--- src/rtl/m4ct_pkg.sv ---
// Shared types, widths and codes for the matrix column transform unit
`default_nettype none

package m4ct_pkg;

  localparam int unsigned ElemW       = 32;
  localparam int unsigned ColW        = 2;
  localparam int unsigned NumRows     = 4;
  localparam int unsigned ProdW       = 2 * ElemW;
  localparam int unsigned SumW        = ProdW + 2;
  localparam int unsigned FracBitsDef = 16;

  typedef logic signed [ElemW-1:0] elem_t;
  typedef logic        [ColW-1:0]  col_t;

  localparam elem_t ElemMax = {1'b0, {(ElemW-1){1'b1}}};
  localparam elem_t ElemMin = {1'b1, {(ElemW-1){1'b0}}};

  typedef enum logic {
    FUNC_LOAD = 1'b0,
    FUNC_MUL  = 1'b1
  } func_e;

  // Stage enables handed to each row lane
  typedef struct packed {
    logic s1;
    logic s2;
  } pipe_en_t;

endpackage

`default_nettype wire

--- src/rtl/m4ct_if.sv ---
// Valid/ready channel interfaces for input items and result items
`default_nettype none


interface m4ct_out_if;
  import m4ct_pkg::*;
  logic  valid;
  logic  ready;
  col_t  out_column;
  elem_t out_0;
  elem_t out_1;
  elem_t out_2;
  elem_t out_3;
  logic  saturated;
  modport source (output valid, out_column, out_0, out_1, out_2, out_3, saturated, input ready);
  modport sink   (input valid, out_column, out_0, out_1, out_2, out_3, saturated, output ready);
endinterface

`default_nettype wire

--- src/rtl/m4ct_merge.sv ---
// Output stage: gathers the four lane results into one registered transfer
`default_nettype none

module m4ct_merge (
  input  wire             logic clk_i,
  input  wire             logic rst_ni,
  input  logic            valid_i,
  input  m4ct_pkg::col_t  col_i,
  input  m4ct_pkg::elem_t res_i [m4ct_pkg::NumRows],
  input  logic            sat_i [m4ct_pkg::NumRows],
  output logic            ready_o,
  m4ct_out_if.source      out_o
);
  import m4ct_pkg::*;

  logic  valid_q;
  col_t  col_q;
  elem_t res_q [NumRows];
  logic  sat_q;
  logic  sat_any;

  assign ready_o = !valid_q || out_o.ready;
  assign sat_any = sat_i[0] || sat_i[1] || sat_i[2] || sat_i[3];

  always_ff @(posedge clk_i or negedge rst_ni) begin
    if (!rst_ni) begin
      valid_q <= 1'b0;
    end else if (ready_o) begin
      valid_q <= valid_i;
    end
  end

  always_ff @(posedge clk_i) begin
    if (ready_o) begin
      col_q <= col_i;
      res_q <= res_i;
      sat_q <= sat_any;
    end
  end

  assign out_o.valid      = valid_q;
  assign out_o.out_column = col_q;
  assign out_o.out_0      = res_q[0];
  assign out_o.out_1      = res_q[1];
  assign out_o.out_2      = res_q[2];
  assign out_o.out_3      = res_q[3];
  assign out_o.saturated  = sat_q;

endmodule

`default_nettype wire

--- src/flat_wrapper.sv ---
// flat-port wrapper written by rule: the top's interface ports become plain ports
module m4ct_merge_flat import m4ct_pkg::*;
  (clk_i, rst_ni, valid_i, col_i, res_i, sat_i, ready_o, out_o_valid, out_o_out_column, out_o_out_0, out_o_out_1, out_o_out_2, out_o_out_3, out_o_saturated, out_o_ready);
  m4ct_out_if out_o_i ();
  input  wire             logic clk_i;
  input  wire             logic rst_ni;
  input  logic valid_i;
  input  m4ct_pkg::col_t col_i;
  input  m4ct_pkg::elem_t res_i[m4ct_pkg::NumRows];
  input  logic sat_i[m4ct_pkg::NumRows];
  output logic ready_o;
  output wire logic [$bits(out_o_i.valid)-1:0] out_o_valid;
  output wire logic [$bits(out_o_i.out_column)-1:0] out_o_out_column;
  output wire logic [$bits(out_o_i.out_0)-1:0] out_o_out_0;
  output wire logic [$bits(out_o_i.out_1)-1:0] out_o_out_1;
  output wire logic [$bits(out_o_i.out_2)-1:0] out_o_out_2;
  output wire logic [$bits(out_o_i.out_3)-1:0] out_o_out_3;
  output wire logic [$bits(out_o_i.saturated)-1:0] out_o_saturated;
  input wire logic [$bits(out_o_i.ready)-1:0] out_o_ready;
  assign out_o_valid = out_o_i.valid;
  assign out_o_out_column = out_o_i.out_column;
  assign out_o_out_0 = out_o_i.out_0;
  assign out_o_out_1 = out_o_i.out_1;
  assign out_o_out_2 = out_o_i.out_2;
  assign out_o_out_3 = out_o_i.out_3;
  assign out_o_saturated = out_o_i.saturated;
  assign out_o_i.ready = out_o_ready;
  m4ct_merge u_core (.clk_i(clk_i), .rst_ni(rst_ni), .valid_i(valid_i), .col_i(col_i), .res_i(res_i), .sat_i(sat_i), .ready_o(ready_o), .out_o(out_o_i));
endmodule
--- config.mk ---
export PLATFORM = sky130hd
export DESIGN_NAME = m4ct_merge_flat
export DESIGN_NICKNAME = d
export VERILOG_FILES = /design/src/rtl/m4ct_pkg.sv /design/src/rtl/m4ct_if.sv /design/src/rtl/m4ct_merge.sv /design/src/flat_wrapper.sv
export SDC_FILE = /design/constraint.sdc
export NUM_CORES = 1
export LEC_CHECK = 0
export BUFFER_PORTS_ARGS = -buffer_cell sky130_fd_sc_hd__buf_4
export CAP_MARGIN = 15
export CORE_AREA = 2 2 104 106
export DETAILED_ROUTE_END_ITERATION = 12
export DIE_AREA = 0 0 106 108
export GPL_TIMING_DRIVEN = 0
export PLACE_DENSITY = 0.76
export SLEW_MARGIN = 25
export SYNTH_ARGS = -nofsm -noshare
export SYNTH_HDL_FRONTEND = slang
export SYNTH_SLANG_ARGS = --single-unit
export TNS_END_PERCENT = 5
--- constraint.sdc ---
create_clock -name clk_i -period 14.4 [get_ports clk_i]
set_input_delay 4.32 -clock clk_i [delete_from_list [all_inputs] [get_ports clk_i]]
set_output_delay 4.32 -clock clk_i [all_outputs]
set_load 0.02 [all_outputs]
# Word-level counts from Yosys, hierarchy flattened
# Cells that the tools add are included.
[totals]
in_bits = 138
elab_cells = 12
regBits = 132
[classes]
n_reduce_logical = 5
[op_table]
columns = ["operator", "count"]
rows = [
  ["$logic_or A1 B1 Y1", 4],
  ["$logic_not A1 Y1", 1],
]

# Logic depth before layout (Yosys ltp)
[logic_depth]
word_depth = 3
depth_mapped = 2

# Least setup slack after synthesis
# Ideal clock, no wire load.
[synth_timing]
path_kind = "input to output"
start = "input port out_o_ready"
end = "output port ready_o"
stages = 1
arrival_ns = 7.639
setup_slack_ns = 2.441
path_buffers = 0
t_required_ns = 10.080
path_cell_list = "nand2b_1"
[synth_between]
elab_chain_len = 1
[synth_rtl]
columns = ["element", "line_no", "rtl"]
rows = [
  ["start, declared", "flat_wrapper.sv:19", "input wire logic [$bits(out_o_i.ready)-1:0] out_o_ready;"],
  ["$logic_or A1 B1 Y1", "m4ct_merge.sv:22", "assign ready_o = !valid_q || out_o.ready;"],
  ["end, declared", "flat_wrapper.sv:11", "output logic ready_o;"],
]
# No other way between the ends.

# Final worst setup path
# Ends and elaborated chain as after synthesis.

==> parameters.txt <==
Parameter                              Value

Run status
  Result of the run ... finished, final reports clean

Worst hold path
  Worst min-delay path category ... flip-flop to flip-flop
  Number of stages on the worst hold path ... 2

Clocking
  Clock insertion delay at the later pin of the skew report ... 0.50 ns
  Root buffer cell ... clkbuf_8
  Clk sinks ... 132
  Clock transition at path regs ... around 0.060 ns
  CTS H-Tree Depth ... 4
  TritonCTS clock tree ... yes
  PostCTS Resize Cnt ... 0
  Clock buffer count from CTS ... 17
  CTS Hold Bufs ... 0
  Bufs on Longest Clock Path ... 2
  Post CTS Setup Buffer Count ... 0

Synthesis
  Top cell type's share of synthesized area ... 0.989
  Post-synth ARST share ... 0.00758
  Dominant combinational cell family by area after synthesis ... simple AND/OR/NAND/NOR gates
  Combined area of all synthesized cells ... 3980 sq um
  Post-Synthesis Cells ... 135
  #FFs+latches synth ... 132
  Number of warnings printed during yosys synthesis ... 0
  Area fraction in compound gates after synthesis ... 0
  EDFF count, synth ... 131
  Share of cell area taken by muxes after synthesis ... 0
  Biggest area consumer among synthesized cells ... edfxtp_1
  Library cell with the highest instance count after synthesis ... edfxtp_1
  Synth cell types ... 4
  Average size of a mapped cell ... slightly below 30 sq um
  Area fraction in and, or, nand and nor cells after synthesis ... 0.00503
  Adder-cell area share of the yosys netlist ... 0
  Sequential element share of the synthesized area ... 0.995
  Net count of the mapped netlist ... 273
  Most used standard cells in the synthesized netlist ... edfxtp_1 (131), nand2b_1 (2), dfrtp_1 (1), or4_1 (1)
  Area share of xor/xnor cells in the synthesized design ... 0
  Flip-flop cell with the highest count after synthesis ... edfxtp_1
  Most area-consuming cells after synthesis ... edfxtp_1 (99%), dfrtp_1 (0.63%), nand2b_1 (0.31%)

Layout
  Filler cells ... 709
  Utilization after layout ... 0.669
  # nets final ... 564
  P&R area growth vs syn ... 71.9%
  Share of cells above drive strength 1 ... 0.695
  Diodes inserted ... 0

Power and ir drop
  Clock network power share ... 0.426
  Total Power ... 1.01 mW
  Share of total power in combinational logic ... 0.114
  Net Sw Power ... between 0.2 and 0.25 mW
  Areal power density over the cells ... roughly 150 nW/um^2
  Cell internal pwr ... 0.788 mW
  Sequential share of power ... 0.460
  Worst voltage drop across the vdd grid ... 0.0846 mV
  Share of total power consumed by net switching ... 0.217
  Leakage ... ~2.9 nW

Place
  PortBufs ... 270
  Gp weighted congestion ... 0.684
  Post-placement setup slack ... ~5 ns
  Final HPWL DP ... 7.21 mm

Setup path
  Kind of start point of the critical path ... primary input
  Buffers & Inverters on Critical Path ... 2
  Element type at the critical path end ... primary output
  Critical-path maximum fanout ... 32
  Kind of cell adding the most delay to the critical path ... buffers and inverters
  Slowest Stage Delay on Critical Path ... 0.36 ns
  Most Frequent Cell on Critical Path ... buf_4
  Arrival @ worst endpoint ... 5.06 ns
  Path length in cells of the critical path ... 3
  Critical path, cell by cell ... buf_4 > nand2b_4 > buf_4
  Crit Path Category ... primary input to primary output
  FF-to-FF path depth ... 2
  Req. time, crit path ... slightly above 10 ns
  Library cell contributing the largest single delay on the critical path ... nand2b_4

Floorplan
  Number of rows created at floorplan ... 37
  Floorplan die area ... 11,400 sq um
  Initial Utilization ... 0.389
  Core Footprint ... 10,200 sq um
  Die H ... 108 microns
  Width of the chip ... 106 microns
  Top-level port count ... 271

Detailed routing
  Detailed-router iteration count before antenna repair ... 4
  Wirelength per Cell ... 16.5 microns
  Via total after detailed routing ... 2,441
  Vias per cell ... approximately 4.2
  Final routed DRC violation total ... 0
  Detailed router's first-iteration violation count ... 88
  Post-detailed-routing wire length ... ~9.5 mm
  Routed Antenna Nets ... 0

Timing
  Slew at the pin closest to its max-slew limit ... a little under 0.5 ns
  Fin worst setup slack ... 5.02 ns
  Relative max-transition margin ... 0.675
  Peak clock frequency supported by timing ... approximately 0.11 GHz
  Setup repair after global routing missed its margin ... false
  Clock tree skew after final layout ... approximately 0.0033 ns
  Hold violation count in the final report ... 0
  Count of final setup violators ... 0
  Crit share post-route ... 0.652
  Final-layout setup total negative slack ... 0 ns
  Pins over their slew limit ... 0
  Post-layout minimum cycle time ... roughly 9.4 ns

GRT
  Via count of the first global-routing pass ... between 2,000 and 3,000
  Antenna violations before repair ... 0
  Maximum number of pins on one net before global-route repair ... a little under 60
  Remaining Overflow, GRT ... 0
  Wire length of the first global-routing pass ... 13.7 mm
  Total global-route track usage ... 0.168

Run
  Max-cap check violation count ... 0
[power groups by stage]
| stage | registers (mW) | logic [mW] | clock network [mW] |
|---|---|---|---|
| floorplan | 0.508 | 0.00722 | 0 |
| global placement | 0.474 | 0.112 | 0 |
| detailed placement | 0.470 | 0.117 | 0 |
| CTS | 0.463 | 0.117 | 0.439 |
| global route | 0.465 | 0.121 | 0.458 |
| finish | 0.462 | 0.115 | 0.428 |
[per-layer routing]
metal / up-vias / track usage / part of all wire
li1: 1138 / - / -
met1: 1117 / 0.165 / 0.33
met3: 11 / 0.0886 / 0.12
met2: 175 / 0.297 / 0.54
met4: 0 / 0.0686 / 0.014
met5: - / 0 / 0
[state kept, by name, summed over array words and instances, names as in the netlist]
name,cells
u_core.out_o.out_2,32
u_core.out_o.saturated,1
u_core.out_o.out_1,32
u_core.out_o.out_column,2
u_core.out_o.out_0,32
u_core.out_o.valid,1
u_core.out_o.out_3,32
[layout make-up]
| class | count | area (sq um) | share of cell area |
|---|---|---|---|
| Multi-Input combinational cell | 3 | 27.5 | 0.00402 |
| Tap cell | 136 | 170 | 0.0249 |
| Clock inverter | 12 | 154 | 0.0225 |
| Sequential cell | 132 | 3960 | 0.579 |
| Clock buffer | 20 | 455 | 0.0666 |
| Timing Repair Buffer | 272 | 2070 | 0.303 |
[stage by stage]
step	std cells	hold slack [ns]	area [sq um]
CTS	575	0.943	6840
global placement	541	3.99	6180
floorplan	135	3.39	3980
global route	575	1.00	6840
finish	575	0.921	6840
detailed placement	543	0.929	6230
[cell usage in the layout, fill, tap and decap left out, drive strengths merged]
cell / netlist / layout
dfrtp: 1 / 1
clkinvlp: 0 / 6
clkinv: 0 / 3
clkbuf: 0 / 20
nand2b: 2 / 2
bufinv: 0 / 3
buf: 0 / 272
or4: 1 / 1
edfxtp: 131 / 131
[final timing paths]
path	to	start	slack, ns
min in group asynchronous	u_core.out_o.valid	rst_ni	3.59
worst max register to register	u_core.out_o.out_2[16]	u_core.out_o.valid	12.90
worst max-delay path	ready_o	out_o_ready	5.02
max in group asynchronous	u_core.out_o.valid	rst_ni	10.73
worst min-delay path	u_core.out_o.valid	u_core.out_o.valid	0.92
worst min register to register	u_core.out_o.valid	u_core.out_o.valid	0.92
[worst register-to-register path, cell delays in order, from the launching register on]
cell      delay [ns]
dfrtp_1         0.41
nand2b_4        0.40
buf_16          0.32
[logic make-up (layout without fill, tap and decap cells)]
group                  count (synthesis)  after routing
DFF                                  132            132
and+or+nand+nor                        3              3
buffers and inverters                  0            304
Power figures use the tool's default switching activity.
